==> config.mk <==
export PLATFORM = sky130hd
export DESIGN_NAME = led_strip_serial_driver_unit_flat
export DESIGN_NICKNAME = d
export VERILOG_FILES = /design/src/rtl/core/lssd_pkg.sv /design/src/rtl/core/lssd_if.sv /design/src/rtl/core/lssd_ram.sv /design/src/rtl/core/lssd_store.sv /design/src/rtl/core/lssd_ser.sv /design/src/rtl/core/led_strip_serial_driver_unit.sv /design/src/flat_wrapper.sv
export SDC_FILE = /design/constraint.sdc
export NUM_CORES = 1
export LEC_CHECK = 0
export BUFFER_PORTS_ARGS = -buffer_cell sky130_fd_sc_hd__buf_2
export CORE_UTILIZATION = 40
export CTS_BUF_LIST = sky130_fd_sc_hd__clkbuf_8
export DETAILED_ROUTE_END_ITERATION = 10
export PLACE_DENSITY = 0.56
export SETUP_SLACK_MARGIN = 0.4
export SYNTH_ARGS = -nofsm -noshare
export SYNTH_HDL_FRONTEND = slang
export SYNTH_SLANG_ARGS = --single-unit
export TNS_END_PERCENT = 50
==> constraint.sdc <==
create_clock -name clk -period 7.5 [get_ports clk]
set_clock_uncertainty 0.05 [all_clocks]
set_input_delay 0.375 -clock clk [delete_from_list [all_inputs] [get_ports clk]]
set_output_delay 0.375 -clock clk [all_outputs]
set_load 0.005 [all_outputs]
==> src/rtl/core/lssd_pkg.sv <==
`timescale 1ns / 1ps
// ----------------------------------------------------------------------------
// lssd_pkg
// Shared types and constants for the LED strip serial driver.
// ----------------------------------------------------------------------------
package lssd_pkg;

  // Field widths
  localparam int unsigned TICK_W   = 12;
  localparam int unsigned CHAN_W   = 8;
  localparam int unsigned COLOUR_W = 24;
  localparam int unsigned BITPOS_W = 5;
  localparam int unsigned BITS_PER_LED = 24;

  // Operation codes
  localparam logic [1:0] OP_SET_COLOUR = 2'd0;
  localparam logic [1:0] OP_START      = 2'd1;
  localparam logic [1:0] OP_TICK       = 2'd2;

  // Configuration register indexes
  localparam logic [1:0] REG_ONE_HIGH  = 2'd0;
  localparam logic [1:0] REG_ONE_LOW   = 2'd1;
  localparam logic [1:0] REG_ZERO_HIGH = 2'd2;
  localparam logic [1:0] REG_ZERO_LOW  = 2'd3;

  // Reset values of the timing registers
  localparam logic [TICK_W-1:0] ONE_HIGH_RST  = 12'd700;
  localparam logic [TICK_W-1:0] ONE_LOW_RST   = 12'd600;
  localparam logic [TICK_W-1:0] ZERO_HIGH_RST = 12'd350;
  localparam logic [TICK_W-1:0] ZERO_LOW_RST  = 12'd800;

  // Pulse timing set
  typedef struct packed {
    logic [TICK_W-1:0] one_high;
    logic [TICK_W-1:0] one_low;
    logic [TICK_W-1:0] zero_high;
    logic [TICK_W-1:0] zero_low;
  } timing_t;

  // Serializer status after one transaction
  typedef struct packed {
    logic line_level;
    logic busy;
    logic frame_done;
  } status_t;

endpackage

==> src/rtl/core/lssd_if.sv <==
`timescale 1ns / 1ps
// ----------------------------------------------------------------------------
// lssd_in_if / lssd_out_if
// Valid/ready channels for command items and result items.
// ----------------------------------------------------------------------------
interface lssd_in_if;
  logic       valid;
  logic       ready;
  logic [1:0] operation;
  logic [7:0] led_number;
  logic [7:0] red_level;
  logic [7:0] green_level;
  logic [7:0] blue_level;

  modport source (output valid, operation, led_number, red_level, green_level,
                  blue_level, input ready);
  modport sink (input valid, operation, led_number, red_level, green_level,
                blue_level, output ready);
endinterface

interface lssd_out_if;
  logic valid;
  logic ready;
  logic line_level;
  logic busy_res;
  logic frame_done;

  modport source (output valid, line_level, busy_res, frame_done, input ready);
  modport sink (input valid, line_level, busy_res, frame_done, output ready);
endinterface

==> src/rtl/core/lssd_ram.sv <==
`timescale 1ns / 1ps
// ----------------------------------------------------------------------------
// lssd_ram
// Generic single-write, single-read RAM with registered read data.
// ----------------------------------------------------------------------------
module lssd_ram #(
  parameter int unsigned WIDTH = 24,
  parameter int unsigned DEPTH = 8
) (
  input  logic                                     clk,
  input  logic                                     wr_en,
  input  logic [(DEPTH > 1 ? $clog2(DEPTH) : 1)-1:0] wr_addr,
  input  logic [WIDTH-1:0]                         wr_data,
  input  logic [(DEPTH > 1 ? $clog2(DEPTH) : 1)-1:0] rd_addr,
  output logic [WIDTH-1:0]                         rd_data
);

  logic [WIDTH-1:0] mem_r [DEPTH];
  logic [WIDTH-1:0] q_r;

  // Write port, read port returns old data on a collision
  always_ff @(posedge clk) begin
    if (wr_en) begin
      mem_r[wr_addr] <= wr_data;
    end
    q_r <= mem_r[rd_addr];
  end

  assign rd_data = q_r;

endmodule

==> src/rtl/core/lssd_store.sv <==
`timescale 1ns / 1ps
// ----------------------------------------------------------------------------
// lssd_store
// Colour store: RAM plus per-entry valid bits (unwritten entries read zero)
// and a forwarding path for a write to the entry being read.
// ----------------------------------------------------------------------------
module lssd_store #(
  parameter int unsigned LED_TOTAL = 8,
  parameter int unsigned AW = 3
) (
  input  logic                          clk,
  input  logic                          rst_n,
  input  logic                          wr_en,
  input  logic [AW-1:0]                 wr_addr,
  input  logic [lssd_pkg::COLOUR_W-1:0] wr_data,
  input  logic [AW-1:0]                 rd_addr,
  output logic [lssd_pkg::COLOUR_W-1:0] rd_word
);

  logic [LED_TOTAL-1:0]          valid_r;
  logic                          vld_r;
  logic                          fwd_hit_r;
  logic [lssd_pkg::COLOUR_W-1:0] fwd_data_r;
  logic [lssd_pkg::COLOUR_W-1:0] ram_q;

  lssd_ram #(
    .WIDTH (lssd_pkg::COLOUR_W),
    .DEPTH (LED_TOTAL)
  ) u_ram (
    .clk     (clk),
    .wr_en   (wr_en),
    .wr_addr (wr_addr),
    .wr_data (wr_data),
    .rd_addr (rd_addr),
    .rd_data (ram_q)
  );

  // Track written entries and hold the forwarding data
  always_ff @(posedge clk) begin
    if (!rst_n) begin
      valid_r   <= '0;
      vld_r     <= 1'b0;
      fwd_hit_r <= 1'b0;
    end else begin
      if (wr_en) begin
        valid_r[wr_addr] <= 1'b1;
      end
      vld_r     <= valid_r[rd_addr];
      fwd_hit_r <= wr_en && (wr_addr == rd_addr);
    end
    fwd_data_r <= wr_data;
  end

  // Select forwarded, stored or cleared word
  always_comb begin
    if (fwd_hit_r) begin
      rd_word = fwd_data_r;
    end else if (vld_r) begin
      rd_word = ram_q;
    end else begin
      rd_word = '0;
    end
  end

endmodule

==> src/rtl/core/lssd_ser.sv <==
`timescale 1ns / 1ps
// ----------------------------------------------------------------------------
// lssd_ser
// One-wire serializer: frame, LED, bit and phase counters.
// ----------------------------------------------------------------------------
module lssd_ser #(
  parameter int unsigned LED_TOTAL = 8,
  parameter int unsigned AW = 3
) (
  input  logic                          clk,
  input  logic                          rst_n,
  input  logic                          accept,
  input  logic [1:0]                    operation,
  input  logic [lssd_pkg::COLOUR_W-1:0] word,
  input  lssd_pkg::timing_t             tmg,
  output logic [AW-1:0]                 led_pos_nxt,
  output lssd_pkg::status_t             status
);

  logic [AW-1:0]                 led_pos_r;
  logic [lssd_pkg::BITPOS_W-1:0] bit_pos_r, bit_pos_nxt;
  logic [lssd_pkg::TICK_W-1:0]   phase_r, phase_nxt;
  logic                          low_r, low_nxt;
  logic                          sending_r, sending_nxt;

  logic [lssd_pkg::BITPOS_W-1:0] bit_idx;
  logic                          cur_bit;
  logic [lssd_pkg::TICK_W-1:0]   limit;
  logic [lssd_pkg::TICK_W-1:0]   phase_inc;
  logic                          done;

  // Pick the bit being sent and the length of the current phase
  assign bit_idx   = lssd_pkg::BITPOS_W'(lssd_pkg::BITS_PER_LED - 1) - bit_pos_r;
  assign cur_bit   = word[bit_idx];
  assign phase_inc = phase_r + 1'b1;

  always_comb begin
    if (!low_r) begin
      limit = cur_bit ? tmg.one_high : tmg.zero_high;
    end else begin
      limit = cur_bit ? tmg.one_low : tmg.zero_low;
    end
  end

  // Advance the counters for one transaction
  always_comb begin
    led_pos_nxt = led_pos_r;
    bit_pos_nxt = bit_pos_r;
    phase_nxt   = phase_r;
    low_nxt     = low_r;
    sending_nxt = sending_r;
    done        = 1'b0;
    if (accept) begin
      case (operation)
        lssd_pkg::OP_START: begin
          if (!sending_r) begin
            sending_nxt = 1'b1;
            led_pos_nxt = '0;
            bit_pos_nxt = '0;
            phase_nxt   = '0;
            low_nxt     = 1'b0;
          end
        end
        lssd_pkg::OP_TICK: begin
          if (sending_r) begin
            phase_nxt = phase_inc;
            if (phase_inc >= limit) begin
              phase_nxt = '0;
              if (!low_r) begin
                low_nxt = 1'b1;
              end else begin
                low_nxt = 1'b0;
                if (bit_pos_r != lssd_pkg::BITPOS_W'(lssd_pkg::BITS_PER_LED - 1)) begin
                  bit_pos_nxt = bit_pos_r + 1'b1;
                end else begin
                  bit_pos_nxt = '0;
                  if (led_pos_r != AW'(LED_TOTAL - 1)) begin
                    led_pos_nxt = led_pos_r + 1'b1;
                  end else begin
                    led_pos_nxt = '0;
                    sending_nxt = 1'b0;
                    done        = 1'b1;
                  end
                end
              end
            end
          end
        end
        default: begin
        end
      endcase
    end
  end

  always_ff @(posedge clk) begin
    if (!rst_n) begin
      led_pos_r <= '0;
      bit_pos_r <= '0;
      phase_r   <= '0;
      low_r     <= 1'b0;
      sending_r <= 1'b0;
    end else begin
      led_pos_r <= led_pos_nxt;
      bit_pos_r <= bit_pos_nxt;
      phase_r   <= phase_nxt;
      low_r     <= low_nxt;
      sending_r <= sending_nxt;
    end
  end

  // Status after this transaction
  assign status.line_level = sending_nxt && !low_nxt;
  assign status.busy       = sending_nxt;
  assign status.frame_done = done;

endmodule

==> src/rtl/core/led_strip_serial_driver_unit.sv <==
`timescale 1ns / 1ps
// ----------------------------------------------------------------------------
// led_strip_serial_driver_unit
// One-wire LED strip driver with a RAM-held colour store.
// ----------------------------------------------------------------------------
// The block takes one command per clock while its result register can take
// one (set colour, start frame, tick) and returns one result per command:
// line level, busy and frame-done. Each result is registered in the cycle
// after acceptance. The colour RAM read of the LED being sent is issued in the
// cycle before use, with a write to that same entry forwarded. The store needs
// no clearing pass: per-entry valid bits make an unwritten LED read as black
// right after reset. The user writes timing registers through the cfg port
// while no frame or command is in flight; the block does not enforce this.
// ----------------------------------------------------------------------------
module led_strip_serial_driver_unit #(
  parameter int unsigned LED_TOTAL = 8
) (
  input  logic                        clk,
  input  logic                        rst_n,
  lssd_in_if.sink                     in_item,
  lssd_out_if.source                  out_res,
  input  logic                        cfg_we,
  input  logic [1:0]                  cfg_index,
  input  logic [lssd_pkg::TICK_W-1:0] cfg_data
);

  localparam int unsigned AW = (LED_TOTAL > 1) ? $clog2(LED_TOTAL) : 1;

  lssd_pkg::timing_t             tmg_r;
  lssd_pkg::status_t             status;
  logic                          accept;
  logic                          in_range;
  logic                          wr_en;
  logic [AW-1:0]                 led_pos_nxt;
  logic [AW-1:0]                 rd_addr;
  logic [lssd_pkg::COLOUR_W-1:0] word;
  logic                          out_valid_r;
  lssd_pkg::status_t             out_stat_r;

  // Accept while the output register is empty or being drained
  assign in_item.ready = !out_valid_r || out_res.ready;
  assign accept        = in_item.valid && in_item.ready;

  // Drop colour writes beyond the strip
  assign in_range = {1'b0, in_item.led_number} < 9'(LED_TOTAL);
  assign wr_en    = accept && (in_item.operation == lssd_pkg::OP_SET_COLOUR) && in_range;
  assign rd_addr  = rst_n ? led_pos_nxt : '0;

  // Timing registers
  always_ff @(posedge clk) begin
    if (!rst_n) begin
      tmg_r.one_high  <= lssd_pkg::ONE_HIGH_RST;
      tmg_r.one_low   <= lssd_pkg::ONE_LOW_RST;
      tmg_r.zero_high <= lssd_pkg::ZERO_HIGH_RST;
      tmg_r.zero_low  <= lssd_pkg::ZERO_LOW_RST;
    end else if (cfg_we) begin
      case (cfg_index)
        lssd_pkg::REG_ONE_HIGH:  tmg_r.one_high  <= cfg_data;
        lssd_pkg::REG_ONE_LOW:   tmg_r.one_low   <= cfg_data;
        lssd_pkg::REG_ZERO_HIGH: tmg_r.zero_high <= cfg_data;
        lssd_pkg::REG_ZERO_LOW:  tmg_r.zero_low  <= cfg_data;
        default: begin
        end
      endcase
    end
  end

  lssd_store #(
    .LED_TOTAL (LED_TOTAL),
    .AW        (AW)
  ) u_store (
    .clk     (clk),
    .rst_n   (rst_n),
    .wr_en   (wr_en),
    .wr_addr (in_item.led_number[AW-1:0]),
    .wr_data ({in_item.green_level, in_item.red_level, in_item.blue_level}),
    .rd_addr (rd_addr),
    .rd_word (word)
  );

  lssd_ser #(
    .LED_TOTAL (LED_TOTAL),
    .AW        (AW)
  ) u_ser (
    .clk         (clk),
    .rst_n       (rst_n),
    .accept      (accept),
    .operation   (in_item.operation),
    .word        (word),
    .tmg         (tmg_r),
    .led_pos_nxt (led_pos_nxt),
    .status      (status)
  );

  // Output register: load on accept, clear when taken
  always_ff @(posedge clk) begin
    if (!rst_n) begin
      out_valid_r <= 1'b0;
    end else if (accept) begin
      out_valid_r <= 1'b1;
    end else if (out_res.ready) begin
      out_valid_r <= 1'b0;
    end
    if (accept) begin
      out_stat_r <= status;
    end
  end

  assign out_res.valid      = out_valid_r;
  assign out_res.line_level = out_stat_r.line_level;
  assign out_res.busy_res   = out_stat_r.busy;
  assign out_res.frame_done = out_stat_r.frame_done;

  // A finished frame is never reported as still busy
  a_done_idle: assert property (@(posedge clk) disable iff (!rst_n)
    out_res.valid |-> !(out_res.frame_done && out_res.busy_res))
    else $error("frame_done with busy set");

  // The line is only driven high inside a frame
  a_line_busy: assert property (@(posedge clk) disable iff (!rst_n)
    out_res.valid && out_res.line_level |-> out_res.busy_res)
    else $error("line high while idle");

  // An accepted start always leaves the block busy
  a_start_busy: assert property (@(posedge clk) disable iff (!rst_n)
    accept && (in_item.operation == lssd_pkg::OP_START) |=> out_stat_r.busy)
    else $error("start did not set busy");

  // Colour writes never reach an entry beyond the strip
  a_wr_range: assert property (@(posedge clk) disable iff (!rst_n)
    wr_en |-> ({1'b0, in_item.led_number} < 9'(LED_TOTAL)))
    else $error("colour write out of range");

endmodule

==> src/flat_wrapper.sv <==
// flat-port wrapper written by rule: the top's interface ports become plain ports
module led_strip_serial_driver_unit_flat 
#(
  parameter int unsigned LED_TOTAL = 8
)
  (clk, rst_n, cfg_we, cfg_index, cfg_data, in_item_valid, in_item_operation, in_item_led_number, in_item_red_level, in_item_green_level, in_item_blue_level, in_item_ready, out_res_valid, out_res_line_level, out_res_busy_res, out_res_frame_done, out_res_ready);
  lssd_in_if in_item_i ();
  lssd_out_if out_res_i ();
  input  logic clk;
  input  logic rst_n;
  input  logic cfg_we;
  input  logic [1:0] cfg_index;
  input  logic [lssd_pkg::TICK_W-1:0] cfg_data;
  input wire logic [$bits(in_item_i.valid)-1:0] in_item_valid;
  input wire logic [$bits(in_item_i.operation)-1:0] in_item_operation;
  input wire logic [$bits(in_item_i.led_number)-1:0] in_item_led_number;
  input wire logic [$bits(in_item_i.red_level)-1:0] in_item_red_level;
  input wire logic [$bits(in_item_i.green_level)-1:0] in_item_green_level;
  input wire logic [$bits(in_item_i.blue_level)-1:0] in_item_blue_level;
  output wire logic [$bits(in_item_i.ready)-1:0] in_item_ready;
  output wire logic [$bits(out_res_i.valid)-1:0] out_res_valid;
  output wire logic [$bits(out_res_i.line_level)-1:0] out_res_line_level;
  output wire logic [$bits(out_res_i.busy_res)-1:0] out_res_busy_res;
  output wire logic [$bits(out_res_i.frame_done)-1:0] out_res_frame_done;
  input wire logic [$bits(out_res_i.ready)-1:0] out_res_ready;
  assign in_item_i.valid = in_item_valid;
  assign in_item_i.operation = in_item_operation;
  assign in_item_i.led_number = in_item_led_number;
  assign in_item_i.red_level = in_item_red_level;
  assign in_item_i.green_level = in_item_green_level;
  assign in_item_i.blue_level = in_item_blue_level;
  assign in_item_ready = in_item_i.ready;
  assign out_res_valid = out_res_i.valid;
  assign out_res_line_level = out_res_i.line_level;
  assign out_res_busy_res = out_res_i.busy_res;
  assign out_res_frame_done = out_res_i.frame_done;
  assign out_res_i.ready = out_res_ready;
  led_strip_serial_driver_unit #(.LED_TOTAL(LED_TOTAL)) u_core (.clk(clk), .rst_n(rst_n), .in_item(in_item_i), .out_res(out_res_i), .cfg_we(cfg_we), .cfg_index(cfg_index), .cfg_data(cfg_data));
endmodule
# Word level (Yosys, flattened, before mapping)
# Memories as Yosys holds them, arrays and structs flattened. A register that Yosys moved wholly into a read port is not among the register bits.
# Cells that the tools add are included.
# classes
addsub,4
multipliers,0
div_mod_pow,0
magnitude_cmp,6
n_eq_ne,12
n_shift,0
muxes,48
bitwise,5
reduce_logical,20
# ops
cell,count
2-to-1 mux 12 bit,6
2-to-1 mux 24 bit,2
2-to-1 mux 5 bit,5
2-to-1 mux 3 bit,8
one-hot mux 12 bit (2 select lines),1
2-to-1 mux 1 bit,19
"adder 12 x 1 -> 12 bit, second input constant",1
>= comparator 12 bit,1
one-hot mux 5 bit (2 select lines),1
"< comparator 3 x 4 -> 1 bit, second input constant",2
"< comparator 8 x 4 -> 1 bit, second input constant",1
"inequality test 2 bit, second input constant",4
OR 8 bit,1
AND reduction 2 bit,4
"== test 2 bit, second input constant",3
logical AND 1 bit,6
"< comparator 5 x 6 -> 1 bit, second input constant",1
one-hot mux 3 bit (2 select lines),1
AND reduction 6 bit,1
"adder 5 x 1 -> 5 bit, second input constant",1
binary-select mux 1 bit (select 5 bit),1
"inequality test 5 bit, second input constant",1
OR reduction 5 bit,1
"subtractor 5 bit, first input constant",1
14 further kinds,22
# totals
ff_bits,108
latch_bits,0
ram_bits,192
mem_bits_ro,0
inputBits,53
wordCells,113
mem_count,1
# memory_table
memory,depth,word_bits,rd,rd_ports_with_merged_regs,wr,line,source
u_core.u_store.u_ram.mem_r,8,24,1,1,1,lssd_ram.sv:18,logic [WIDTH-1:0] mem_r [DEPTH];

# Depth between registers and ports, before layout
# Gate-level depths: netlist of run 1.
# logic_depth
word_depth,14
ltp_mapped,20
depth_no_buf,17

# By module
# Synthesis of run 1 repeated with hierarchy kept, for this count alone.
# hier_totals
hier_cells,981
hier_area_um2,13694.4
# by_module_without_submodules
module,instances,cells_each,area_per_inst_um2,seq_area_each_um2
lssd_ram,1,314,7797.5,6246.0
lssd_ser,1,369,2682.6,440.4
led_strip_serial_driver_unit,1,198,2058.2,1071.0
lssd_store,1,100,1156.1,680.7

# Least setup slack after synthesis of run 1
# No wires, ideal clock.
# synth_timing
path_kind,register to register
startpoint,register u_core.u_ser.bit_pos_r[0] (netlist bit)
endpoint,"register u_core.u_store.u_ram.q_r[21], in the netlist u_core.u_store.u_ram.rd_data[21] (read register of u_core.u_store.u_ram.mem_r)"
arrival_ns,4.895
t_required_ns,7.329
slack_ns,2.434
path_stages_with_launch,20
period_less_slack_ns,5.066
cell_sequence,dfxtp_1 buf_2 buf_2 mux4_2 mux4_2 a21oi_1 a311oi_1 buf_2 mux4_2 ha_1 nand2b_4 a2111o_1 a32oi_2 nand2_1 o21ai_0 a32o_1 clkbuf_1 buf_2 mux4_2 mux2_2
# synth_via
elab_chain_cells,11
# synth_lines
item,line,source
start: declaration,lssd_ser.sv:21,"logic [lssd_pkg::BITPOS_W-1:0] bit_pos_r, bit_pos_nxt;"
start signal: assignment,lssd_ser.sv:104,bit_pos_r <= bit_pos_nxt;
subtractor 5 bit,lssd_ser.sv:33,assign bit_idx = lssd_pkg::BITPOS_W'(lssd_pkg::BITS_PER_LED - 1) - bit_pos_r;
binary-select mux 1 bit (select 5 bit),lssd_ser.sv:34,assign cur_bit = word[bit_idx];
2-to-1 mux 1 bit (implied by the code),lssd_ser.sv:34,
"2-to-1 mux 12 bit, on equally long branches","lssd_ser.sv:39, lssd_ser.sv:41",
2-to-1 mux 12 bit,lssd_ser.sv:38,if (!low_r) begin
>= comparator 12 bit,lssd_ser.sv:67,if (phase_inc >= limit) begin
2-to-1 mux 3 bit (*),lssd_ser.sv:67,
2-to-1 mux 3 bit (*),lssd_ser.sv:65,if (sending_r) begin
one-hot mux 3 bit (2 select lines) (*),lssd_ser.sv:54,case (operation)
2-to-1 mux 3 bit (*),lssd_ser.sv:53,if (accept) begin
2-to-1 mux 3 bit (*),led_strip_serial_driver_unit.sv:47,assign rd_addr = rst_n ? led_pos_nxt : '0;
via u_core.rd_addr[0],led_strip_serial_driver_unit.sv:35,logic [AW-1:0] rd_addr;
end: declaration,lssd_ram.sv:19,logic [WIDTH-1:0] q_r;
# Mark *: on every way through the listed nets, which the timed path passes. The rest lies on a longest branch. The select of a mux whose other input is x is not followed.
# A chain may end at the register's enable or synchronous reset.

# Worst setup path after layout of run 1
# layout_timing
startpoint,register u_core.u_ser.bit_pos_r[0] (netlist bit)
endpoint,"register u_core.u_store.u_ram.q_r[4], in the netlist u_core.u_store.u_ram.rd_data[4] (read register of u_core.u_store.u_ram.mem_r)"
# layout_via
elab_chain_cells,11
# layout_lines
item,line
subtractor 5 bit,lssd_ser.sv:33
binary-select mux 1 bit (select 5 bit),lssd_ser.sv:34
2-to-1 mux 1 bit (implied by the code),lssd_ser.sv:34
"2-to-1 mux 12 bit, on equally long branches","lssd_ser.sv:39, lssd_ser.sv:41"
2-to-1 mux 12 bit,lssd_ser.sv:38
>= comparator 12 bit,lssd_ser.sv:67
2-to-1 mux 3 bit (*),lssd_ser.sv:67
2-to-1 mux 3 bit (*),lssd_ser.sv:65
one-hot mux 3 bit (2 select lines) (*),lssd_ser.sv:54
2-to-1 mux 3 bit (*),lssd_ser.sv:53
2-to-1 mux 3 bit (*),led_strip_serial_driver_unit.sv:47
# Mark *: on every way between the ends. The rest lies on a longest branch, timed or not. The select of a mux whose other input is x is not followed.

==> summary.md, run 1 <==
| Metric | Value |
|---|---|
| Status | `finished clean` |
| Max VDD drop | `0.155 mV` |
| Die ar. | `33,400 sq um` |
| TNS Setup | `0 ns` |
| Met2 WL | `12.8 mm` |
| Leak Pwr | `0.00557 uW` |
| Pre-CTS WS | `1.37 ns` |
| Syn nets | `933` |
| RSZ-0062 raised after global routing | `no` |
| Routed vias/inst | `roughly 5` |
| DRT met1 WL | `12.7 mm` |
| Starting DRC count in detailed routing | `336` |
| Final worst-path cycle share | `80.3%` |
| Worst hold margin | `0.0345 ns` |
| Netlist cell types | `58` |
| CTS sink cnt | `between 300 and 400` |
| Initial antenna violation count | `0` |
| CP Class | `reg2reg` |
| Vias | `7,335` |
| Drt first pass iters | `6` |
| Final setup viols | `0` |
| Area share of the largest cell type after synthesis | `roughly 45%` |
| FF+latch count, synth | `324` |
| Area delta synth->final | `16.5%` |
| Post-route DRC | `0` |
| Clock latency on the worst-skew pair | `approximately 0.6 ns` |
| Max Freq | `between 150 and 200 MHz` |
| Fin. max-slew vios | `0` |
| Port bufs | `57` |
| Clock root buffer | `clkbuf_8` |
| WP data arrival | `6.42 ns` |
| Register area share after synthesis | `between 60% and 70%` |
| Antenna-violating nets left | `0` |
| Fin nets | `1,046` |
| Finished Core Util | `47.8%` |
| Post-CTS Resized | `0` |
| Vias in the first global route | `roughly 7,400` |
| Clock transition at the registers of the reported paths | `roughly 0.06 ns` |
| Top Ports | `between 50 and 60` |
| Min cycle time layout | `6.02 ns` |
| Total GRT Usage | `16.8%` |
| Final Hold Viols | `0` |
| Cell count after synthesis | `860` |
| Max-cap violation count | `0` |
| Largest cells by area after synthesis | `edfxtp_1 (45%), dfxtp_1 (20%), mux4_1 (8.8%)` |
| Most frequent cells in the layout | `edfxtp_1 (195), dfxtp_1 (129), nand2_1 (123), clkbuf_8 (62), buf_2 (57)` |
| CTS H-tree lvls | `2` |
| Gpl congestion | `roughly 0.74` |
| Layout cells sized above 1 | `between 20% and 30%` |
| Wire length on met3 | `1.20 mm` |
| Main flop type after synthesis | `edfxtp_1` |
| Initial Util | `between 40% and 50%` |
| Global route overflow | `0` |
| Worst-Margin Slew | `1.07 ns` |
| CP required | `7.90 ns` |
| Most common cell after layout, fill and taps aside | `edfxtp_1` |
| Core area | `31,900 sq um` |
| # diodes | `0` |
| WL/cell | `~19 microns` |
| Post-DP HPWL | `15.1 mm` |
| CP Max Fanout | `between 50 and 60` |
| Synth area leader | `edfxtp_1` |
| Final setup margin | `1.48 ns` |
| EDFF count, synth | `195` |
| Num CTS Buffers | `52` |
| Placed Area | `13,800 sq um` |
| Die X | `183 microns` |
| Tightest Hold Check Type | `in2reg` |
| Relative slew slack | `28.4%` |
| FFs w/ async S/R, synth | `0%` |
| Power density over the cells | `between 200 and 250 nW/um^2` |
| DRT Wirelength | `27.2 mm` |
| Final Instance Area | `15,200 sq um` |
| Endpoint class of the critical path | `flip-flop` |
| CTS tree | `done` |
| Avg Synthesized Cell Area | `15.2 sq um` |
| Global-route wire length before repair | `42.4 mm` |
| Top layer in use | `met4` |
| Synth Cell Area | `around 13,000 sq um` |
| Site row count | `65` |
| Warnings, synthesis | `0` |
| Largest net degree at the start of global routing | `86` |
| Die Y | `between 150 and 200 microns` |
| Critical Path Source Type | `flip-flop` |
| CTS max path bufs | `3` |
path summary, 6_finish.rpt:
check,start,to,slack (ns),depth (start not counted)
hold / removal,cfg_data[3],u_core.tmg_r[27],0.03,3
setup reg to reg,u_core.u_ser.bit_pos_r[0],u_core.u_store.u_ram.rd_data[4],1.48,15
hold reg to reg,u_core.u_store.valid_r[0],u_core.u_store.valid_r[0],0.41,1
setup / recovery,u_core.u_ser.bit_pos_r[0],u_core.u_store.u_ram.rd_data[4],1.48,15
area by class of cell:
cell class | instances | area (sq um)
fill | 2839 | 16600
sequential | 324 | 8440
multi-input combinational | 470 | 4400
clock buffer | 62 | 853
timing repair buffer | 101 | 703
tap | 435 | 544
clock inverter | 36 | 205
inverter | 24 | 92.6
layer usage:
metal	vias up	track usage, %
met1	3618	23.0
met5	-	0
met3	43	3.18
li1	3513	-
met4	0	5.27
met2	161	27.0
state kept, by name (all words and copies together) (netlist names):
register and cells:
u_core.u_store.valid_r 8, u_core.u_store.fwd_data_r 24, u_core.u_ser.led_pos_r 3, u_core.u_ser.phase_r 12
u_core.out_res.valid 1, u_core.u_ser.sending_r 1, u_core.out_res.line_level 1, u_core.tmg_r 48
u_core.u_store.fwd_hit_r 1, u_core.u_store.u_ram.mem_r 192, u_core.u_ser.bit_pos_r 5, u_core.u_store.vld_r 1
u_core.u_store.u_ram.rd_data 24, u_core.u_ser.low_r 1, u_core.out_res.frame_done 1, u_core.out_res.busy_res 1
repair_timing:
item / 4_1_cts / 5_1_grt
hold buffers: 35 / 0
hold endpoints to repair: 138 / 0
setup buffers: 0 / 0
cells by family after synthesis:
family | share of synthesized area, %
XOR/XNOR | 0.870
multiplexers | 16.5
adder cells (fa/ha/maj) | 1.91
flip-flops | 64.5
AO/OA/AOI/OAI | 5.27
AND/OR/NAND/NOR | 8.59
buffers and inverters | 2.38
Yosys cell counts, types with 2 or more instances:
cell / count
edfxtp_1: 195
buf_1: 2
o31ai_1: 4
inv_1: 23
buf_6: 6
buf_2: 10
a31oi_1: 2
mux2i_1: 3
nand3b_1: 11
nand2b_1: 4
mux4_1: 44
dfxtp_1: 129
a21o_1: 3
a21oi_1: 6
a22oi_1: 3
mux2_2: 24
nor2b_1: 5
ha_1: 20
o21ai_0: 19
and2_1: 10
xor2_1: 9
nor3_1: 7
o21a_1: 9
and3_1: 10
clkbuf_1: 23
nand3_1: 29
nand2_1: 123
mux4_2: 31
nor2_1: 24
xnor2_1: 4
nand4_1: 3
a21boi_0: 38
nor4_1: 2
worst max-delay path, stage by stage, from the launching register on:
cell	delay [ns]
dfxtp_1	0.95
mux4_2	0.61
mux4_2	0.51
a21oi_1	0.19
a311oi_2	0.06
buf_4	0.21
mux4_2	0.30
ha_1	0.30
nand2b_4	0.13
a2111o_1	0.44
a32oi_2	0.22
and3_2	0.24
nor3_4	0.07
inv_4	0.63
mux4_1	0.65
mux2_2	0.27
power by group:
part | switching [uW] | internal (uW)
Combinational | 60.7 | 45.5
Clock | 691 | 797
Sequential | 8.23 | 1900
Total | 760 | 2750
metrics by stage:
stage / power, uW / cells
5_1_grt: 3640 / 1452
4_1_cts: 3550 / 1452
3_5_place_dp: 2040 / 1319
2_1_floorplan: 1990 / 860
3_3_place_gp: 2040 / 1319
6_report: 3510 / 1452
Note: power is estimated with default switching activity, not from simulation.
==> inputs of run 2 (changes only) <==
==> constraint.sdc (replaced) <==
create_clock -name clk -period 6.1 [get_ports clk]
set_clock_uncertainty 0.05 [all_clocks]
set_input_delay 0.305 -clock clk [delete_from_list [all_inputs] [get_ports clk]]
set_output_delay 0.305 -clock clk [all_outputs]
set_load 0.005 [all_outputs]
==> summary.md, run 2 (same netlist as run 1, synthesis figures left out) <==
| Metric | Value |
|---|---|
| Worst-Margin Slew | `1.12 ns (+0.0524 ns)` |
| Endpoint class of the critical path | `flip-flop` |
| Largest net degree at the start of global routing | `86 (unchanged)` |
| Global-route wire length before repair | `43.4 mm (+2.2%)` |
| Max-cap violation count | `0 (unchanged)` |
| Initial antenna violation count | `1 (+1)` |
| Critical Path Source Type | `flip-flop` |
| Final setup margin | `0.860 ns (-0.621 ns)` |
| Filler cell count | `2,821 (-0.63%)` |
| Vias in the first global route | `7,561 (+1.8%)` |
| Gpl congestion | `0.759 (+3.1%)` |
| Max VDD drop | `0.210 mV (+35%)` |
| Min cycle time layout | `5.24 ns (-0.779 ns)` |
| Top Ports | `58 (unchanged)` |
| CP Class | `reg2reg` |
| Final worst-path cycle share | `85.9% (+5.6 points)` |
| Post-route DRC | `0 (unchanged)` |
| CTS sink cnt | `324 (unchanged)` |
| Max Freq | `191 MHz (+15%)` |
| Core area | `31,900 sq um (unchanged)` |
| Area of the multi-input gates | `4400 sq um (unchanged)` |
| Pre-CTS WS | `0.863 ns (-0.505 ns)` |
| Fin. max-slew vios | `0 (unchanged)` |
| Die X | `183 microns (unchanged)` |
| Status | `finished clean` |
| Placed Area | `13,900 sq um (+0.74%)` |
| Hold buffer count at CTS | `37 (+5.7%)` |
| Clock root buffer | `clkbuf_8` |
| Most common cell after layout, fill and taps aside | `edfxtp_1` |
| Final Hold Viols | `0 (unchanged)` |
| Die ar. | `33,400 sq um (unchanged)` |
| Leak Pwr | `0.00563 uW (+1.1%)` |
| RSZ-0062 raised after global routing | `no` |
| Layout cells sized above 1 | `20.9% (-0.21 points)` |
| Area delta synth->final | `17.3%` |
| Tightest Hold Check Type | `in2reg` |
| DRT Wirelength | `27.7 mm (+1.8%)` |
| Power density over the cells | `279 nW/um^2 (+21%)` |
| Most flop-heavy register | `u_core.u_store.u_ram.mem_r` |
| Routed vias/inst | `5.13 (+1.5%)` |
| Site row count | `65 (unchanged)` |
| Clock transition at the registers of the reported paths | `0.06 ns (about the same)` |
| WP data arrival | `5.65 ns (-0.77 ns)` |
| Relative slew slack | `24.9% (-3.5 points)` |
| Vias | `7,501 (+2.3%)` |
| CTS max path bufs | `3 (unchanged)` |
| Drt first pass iters | `4 (-2)` |
| Final setup viols | `0 (unchanged)` |
| CTS H-tree lvls | `2 (unchanged)` |
| Port bufs | `57 (unchanged)` |
| WL/cell | `18.9 microns (+1.0%)` |
| Total GRT Usage | `17.0% (+0.20 points)` |
| CP Max Fanout | `15 (-71%)` |
| Starting DRC count in detailed routing | `488 (+45%)` |
| Post-CTS setup repair buffer count | `0 (unchanged)` |
| TNS Setup | `0 ns (unchanged)` |
| Max FFs per register | `192 (unchanged)` |
| Most frequent cells in the layout | `edfxtp_1 (195), dfxtp_1 (129), nand2_1 (123), clkbuf_8 (63), buf_2 (57)` |
| Post-CTS Resized | `0 (unchanged)` |
| Final Instance Area | `15,300 sq um (+0.71%)` |
| Die Y | `183 microns (unchanged)` |
| CP required | `6.51 ns (-1.39 ns)` |
| CTS tree | `done` |
| Global route overflow | `0 (unchanged)` |
| Fin nets | `1,056 (+0.96%)` |
| Biggest regs | `u_core.u_store.u_ram.mem_r: 192 flops, u_core.tmg_r: 48 flops` |
| Post-DP HPWL | `16.0 mm (+6.1%)` |
| Reg area | `8440 sq um (unchanged)` |
| Clock latency on the worst-skew pair | `0.59 ns (about the same)` |
| Antenna-violating nets left | `0 (unchanged)` |
| Initial Util | `41.0% (unchanged)` |
| Num CTS Buffers | `53 (+1.9%)` |
==> run 2: routing by layer <==
metal / vias up / part of all wire, % / track usage, %
li1: 3546 / - / -
met1: 3724 / 49 / 24.6
met2: 189 / 45 / 26.0
met3: 42 / 4.6 / 3.24
met4: 0 / 1.7 / 4.83
met5: - / 0 / 0
==> run 2: area by class of cell <==
cell class | instances | area share, %
clock buffer | 63 | 5.65
antenna | 1 | 0.0163
sequential | 324 | 55.0
clock inverter | 36 | 1.13
timing repair buffer | 110 | 5.38
multi-input combinational | 470 | 28.7
inverter | 24 | 0.603
tap | 435 | 3.55
==> run 2: path summary, 6_finish.rpt <==
check,startpoint,to,slack (ns),depth (start not counted)
min reg2reg,u_core.u_store.valid_r[0],u_core.u_store.valid_r[0],0.41,1
max,u_core.u_store.fwd_hit_r,u_core.u_store.u_ram.rd_data[23],0.86,16
max reg2reg,u_core.u_store.fwd_hit_r,u_core.u_store.u_ram.rd_data[23],0.86,16
min,in_item_led_number[3],u_core.u_store.fwd_hit_r,0.03,4
==> run 2: worst max-delay path: stages, from the launching register on <==
cell and delay (ns):
dfxtp_1 0.73, mux4_2 0.42, mux4_2 0.52, nand2_1 0.11, a311oi_2 0.09, buf_4 0.22, mux4_2 0.30, ha_1 0.30
nand2b_4 0.13, a2111o_1 0.44, a32oi_2 0.23, and3_2 0.24, nor3_4 0.06, inv_4 0.22, buf_12 0.20, mux4_1 0.56
mux2_2 0.27
==> run 2: power breakdown <==
part | internal [uW] | switching [uW]
logic | 56.9 | 76.3
registers | 2340 | 9.77
clock network | 944 | 846
==> run 2: metrics by stage <==
step	utilization [%]	power [uW]	instances	hold slack, ns
detailed placement	43.7	2510	1326	0.397
global route	48.1	4440	1463	0.0391
global placement	43.7	2510	1326	0.391
finish	48.1	4270	1463	0.0326
floorplan	-	2450	860	0.283
CTS	48.1	4330	1462	0.0101
==> inputs of run 3 (changes only) <==
--- a/config.mk
+++ b/config.mk
@@ -5,6 +5,7 @@
 export SDC_FILE = /design/constraint.sdc
 export NUM_CORES = 1
 export LEC_CHECK = 0
+export ABC_AREA = 1
 export BUFFER_PORTS_ARGS = -buffer_cell sky130_fd_sc_hd__buf_2
 export CORE_UTILIZATION = 40
 export CTS_BUF_LIST = sky130_fd_sc_hd__clkbuf_8
==> summary.md, run 3 <==
| Metric | Value |
|---|---|
| Worst path max stage delay | `0.38 ns (-0.35 ns)` |
| Gpl congestion | `0.804 (+6.0%)` |
| Cell count after synthesis | `1,625 (+89%)` |
| Largest net degree at the start of global routing | `101 (+17%)` |
| Final worst-path cycle share | `76.6% (-9.3 points)` |
| Tightest Hold Check Type | `in2reg` |
| WL/cell | `16.0 microns (-16%)` |
| R2r startpoint | `u_core.u_store.fwd_hit_r` |
| Global-route wire length before repair | `56.5 mm (+30%)` |
| Register area share after synthesis | `58.7% (-5.8 points)` |
| Syn nets | `1,698 (+82%)` |
| FF+latch count, synth | `324 (unchanged)` |
| Final Hold Viols | `0 (unchanged)` |
| Relative slew slack | `22.0% (-2.9 points)` |
| Leak Pwr | `0.00750 uW (+33%)` |
| Worst Hold Depth | `5 (+1)` |
| Status | `finished clean` |
| Starting DRC count in detailed routing | `644 (+32%)` |
| Clock latency on the worst-skew pair | `0.64 ns (+0.05 ns)` |
| Critical Path Source Type | `flip-flop` |
| List of most frequent post-synthesis cells | `nand2_1 (398), nand3_1 (287), inv_1 (258)` |
| Clock root buffer | `clkbuf_8` |
| Layout cells sized above 1 | `10.7% (-10 points)` |
| Biggest regs | `u_core.u_store.u_ram.mem_r: 192 flops, u_core.tmg_r: 48 flops` |
| Critical path's slowest cell | `nand2_4` |
| Main flop type after synthesis | `edfxtp_1` |
| TNS Setup | `0 ns (unchanged)` |
| Most used cell, CP | `nand2_1` |
| CTS H-tree lvls | `2 (unchanged)` |
| Fin. max-slew vios | `0 (unchanged)` |
| CP Max Fanout | `36 (+21)` |
| RSZ-0062 raised after global routing | `no` |
| Core area | `35,500 sq um (+11%)` |
| Reg2Reg Depth | `31 (+15)` |
| Largest cells by area after synthesis | `edfxtp_1 (41%), dfxtp_1 (18%), nand2_1 (10%)` |
| Max VDD drop | `0.169 mV (-19%)` |
| Top Ports | `58 (unchanged)` |
| Min cycle time layout | `4.67 ns (-0.566 ns)` |
| CTS sink cnt | `324 (unchanged)` |
| CP Class | `reg2reg` |
| Die X | `192 microns (+4.8%)` |
| Antenna-violating nets left | `0 (unchanged)` |
| Routed vias/inst | `4.87 (-5.0%)` |
| Netlist cell types | `34 (-41%)` |
| Warnings, synthesis | `0 (unchanged)` |
| CTS max path bufs | `3 (unchanged)` |
| Fin nets | `1,784 (+69%)` |
| Area delta synth->final | `15.2%` |
| Initial antenna violation count | `1 (unchanged)` |
| FFs w/ async S/R, synth | `0% (unchanged)` |
| Num CTS Buffers | `56 (+5.7%)` |
| Clock transition at the registers of the reported paths | `0.06 ns (about the same)` |
| Reg-to-reg slack, setup | `1.43 ns (+0.57 ns)` |
| RR Endpoint | `u_core.u_store.u_ram.rd_data[18]` |
| Site row count | `69 (+6.2%)` |
| EDFF count, synth | `195 (unchanged)` |
| Drt first pass iters | `5 (+1)` |
| Initial Util | `40.5% (-0.54 points)` |
| Most flop-heavy register | `u_core.u_store.u_ram.mem_r` |
| Post-route DRC | `0 (unchanged)` |
| Vias in the first global route | `10,470 (+38%)` |
| WP data arrival | `5.11 ns (-0.54 ns)` |
| DRT Wirelength | `35.5 mm (+28%)` |
| Max-cap violation count | `0 (unchanged)` |
| Synth area leader | `edfxtp_1` |
| Die ar. | `36,700 sq um (+9.7%)` |
| Max Freq | `214 MHz (+12%)` |
| Post-CTS Resized | `0 (unchanged)` |
| Max FFs per register | `192 (unchanged)` |
| Most common cell after layout, fill and taps aside | `nand2_1` |
| Pre-CTS WS | `1.44 ns (+0.579 ns)` |
| Vias | `10,804 (+44%)` |
| Port bufs | `57 (unchanged)` |
| Final setup margin | `1.43 ns (+0.566 ns)` |
| Critical Path Source | `u_core.u_store.fwd_hit_r` |
| CP required | `6.54 ns (+0.03 ns)` |
| Power density over the cells | `281 nW/um^2 (+0.91%)` |
| Endpoint class of the critical path | `flip-flop` |
| Area share of the largest cell type after synthesis | `40.8% (-4.0 points)` |
| Worst-Margin Slew | `1.17 ns (+0.0430 ns)` |
| Global route overflow | `0 (unchanged)` |
| Synth Cell Area | `14,400 sq um (+9.8%)` |
| Critical Path End | `u_core.u_store.u_ram.rd_data[18]` |
| CTS tree | `done` |
| Total GRT Usage | `20.1% (+3.1 points)` |
| Die Y | `192 microns (+4.8%)` |
| Count leader, synth | `nand2_1` |
| Worst hold margin | `0.0542 ns (+0.0216 ns)` |
| Most frequent cells in the layout | `nand2_1 (396), nand3_1 (286), inv_1 (271), edfxtp_1 (195), dfxtp_1 (129)` |
| Final setup viols | `0 (unchanged)` |
| Avg Synthesized Cell Area | `8.84 sq um (-42%)` |
| Post-DP HPWL | `19.5 mm (+21%)` |
## run 3: worst max-delay path, delay by kind of cell, from the launching register on
kind	cells	cell delay, ns
AOI/OAI and AO/OA	3	0.39
adders and majority gates	1	0.25
buffers and inverters	3	0.71
DFF	1	0.35
and+or+nand+nor	24	2.75
## run 3: kinds of logic after synthesis
family,after synthesis,share of synthesized area [%]
compound gates,104,4.10
simple gates,821,24.5
buf+inv,344,10.2
xor+xnor,12,0.731
fa+ha+maj,20,1.74
flops,324,58.7
## run 3: worst min path at each step
stage                                     start                            to
final                     in_item_led_number[1]      u_core.u_store.fwd_hit_r
after floorplan           in_item_blue_level[0]  u_core.u_store.fwd_data_r[0]
after detailed placement       u_core.tmg_r[18]              u_core.tmg_r[18]
after global routing      in_item_led_number[1]      u_core.u_store.fwd_hit_r
after CTS                 in_item_led_number[1]      u_core.u_store.fwd_hit_r
after global placement         u_core.tmg_r[30]              u_core.tmg_r[30]
## run 3: cell type report
class,instances,area [sq um]
Fill cell,3462,18900
Sequential cell,324,8440
Multi-Input combinational cell,957,4540
Inverter,262,983
Clock buffer,71,977
Timing Repair Buffer,110,818
Tap cell,461,577
Clock inverter,33,210
Antenna cell,1,2.50
## run 3: metal layers
layer	vias to the layer above	GRT usage, %	share of wire [%]
li1	5410	-	-
met1	5059	26.5	46
met2	268	32.9	46
met3	67	3.21	5.0
met4	0	7.88	2.7
met5	-	0	0
## run 3: per-stage QoR
stage	total power, uW	utilization, %	std cells	instance area (sq um)
6_report	4650	46.6	2219	16500
4_1_cts	4700	46.6	2218	16500
3_5_place_dp	2630	42.2	2076	15000
3_3_place_gp	2630	42.2	2076	15000
5_1_grt	4820	46.6	2219	16500
2_1_floorplan	2540	-	1625	14400
## run 3: report_power, final
part           switching [uW]  internal (uW)  leakage, uW
combinational             152           78.1      0.00401
clock                     910           1140     0.000673
sequential               19.3           2360      0.00282
total                    1080           3570      0.00750
## run 3: repair_timing
action | CTS | global route
endpoints found under the setup margin | 0 | 0
endpoints found under the hold margin | 266 | 0
hold buffers | 38 | 0
setup buffers | 0 | 0
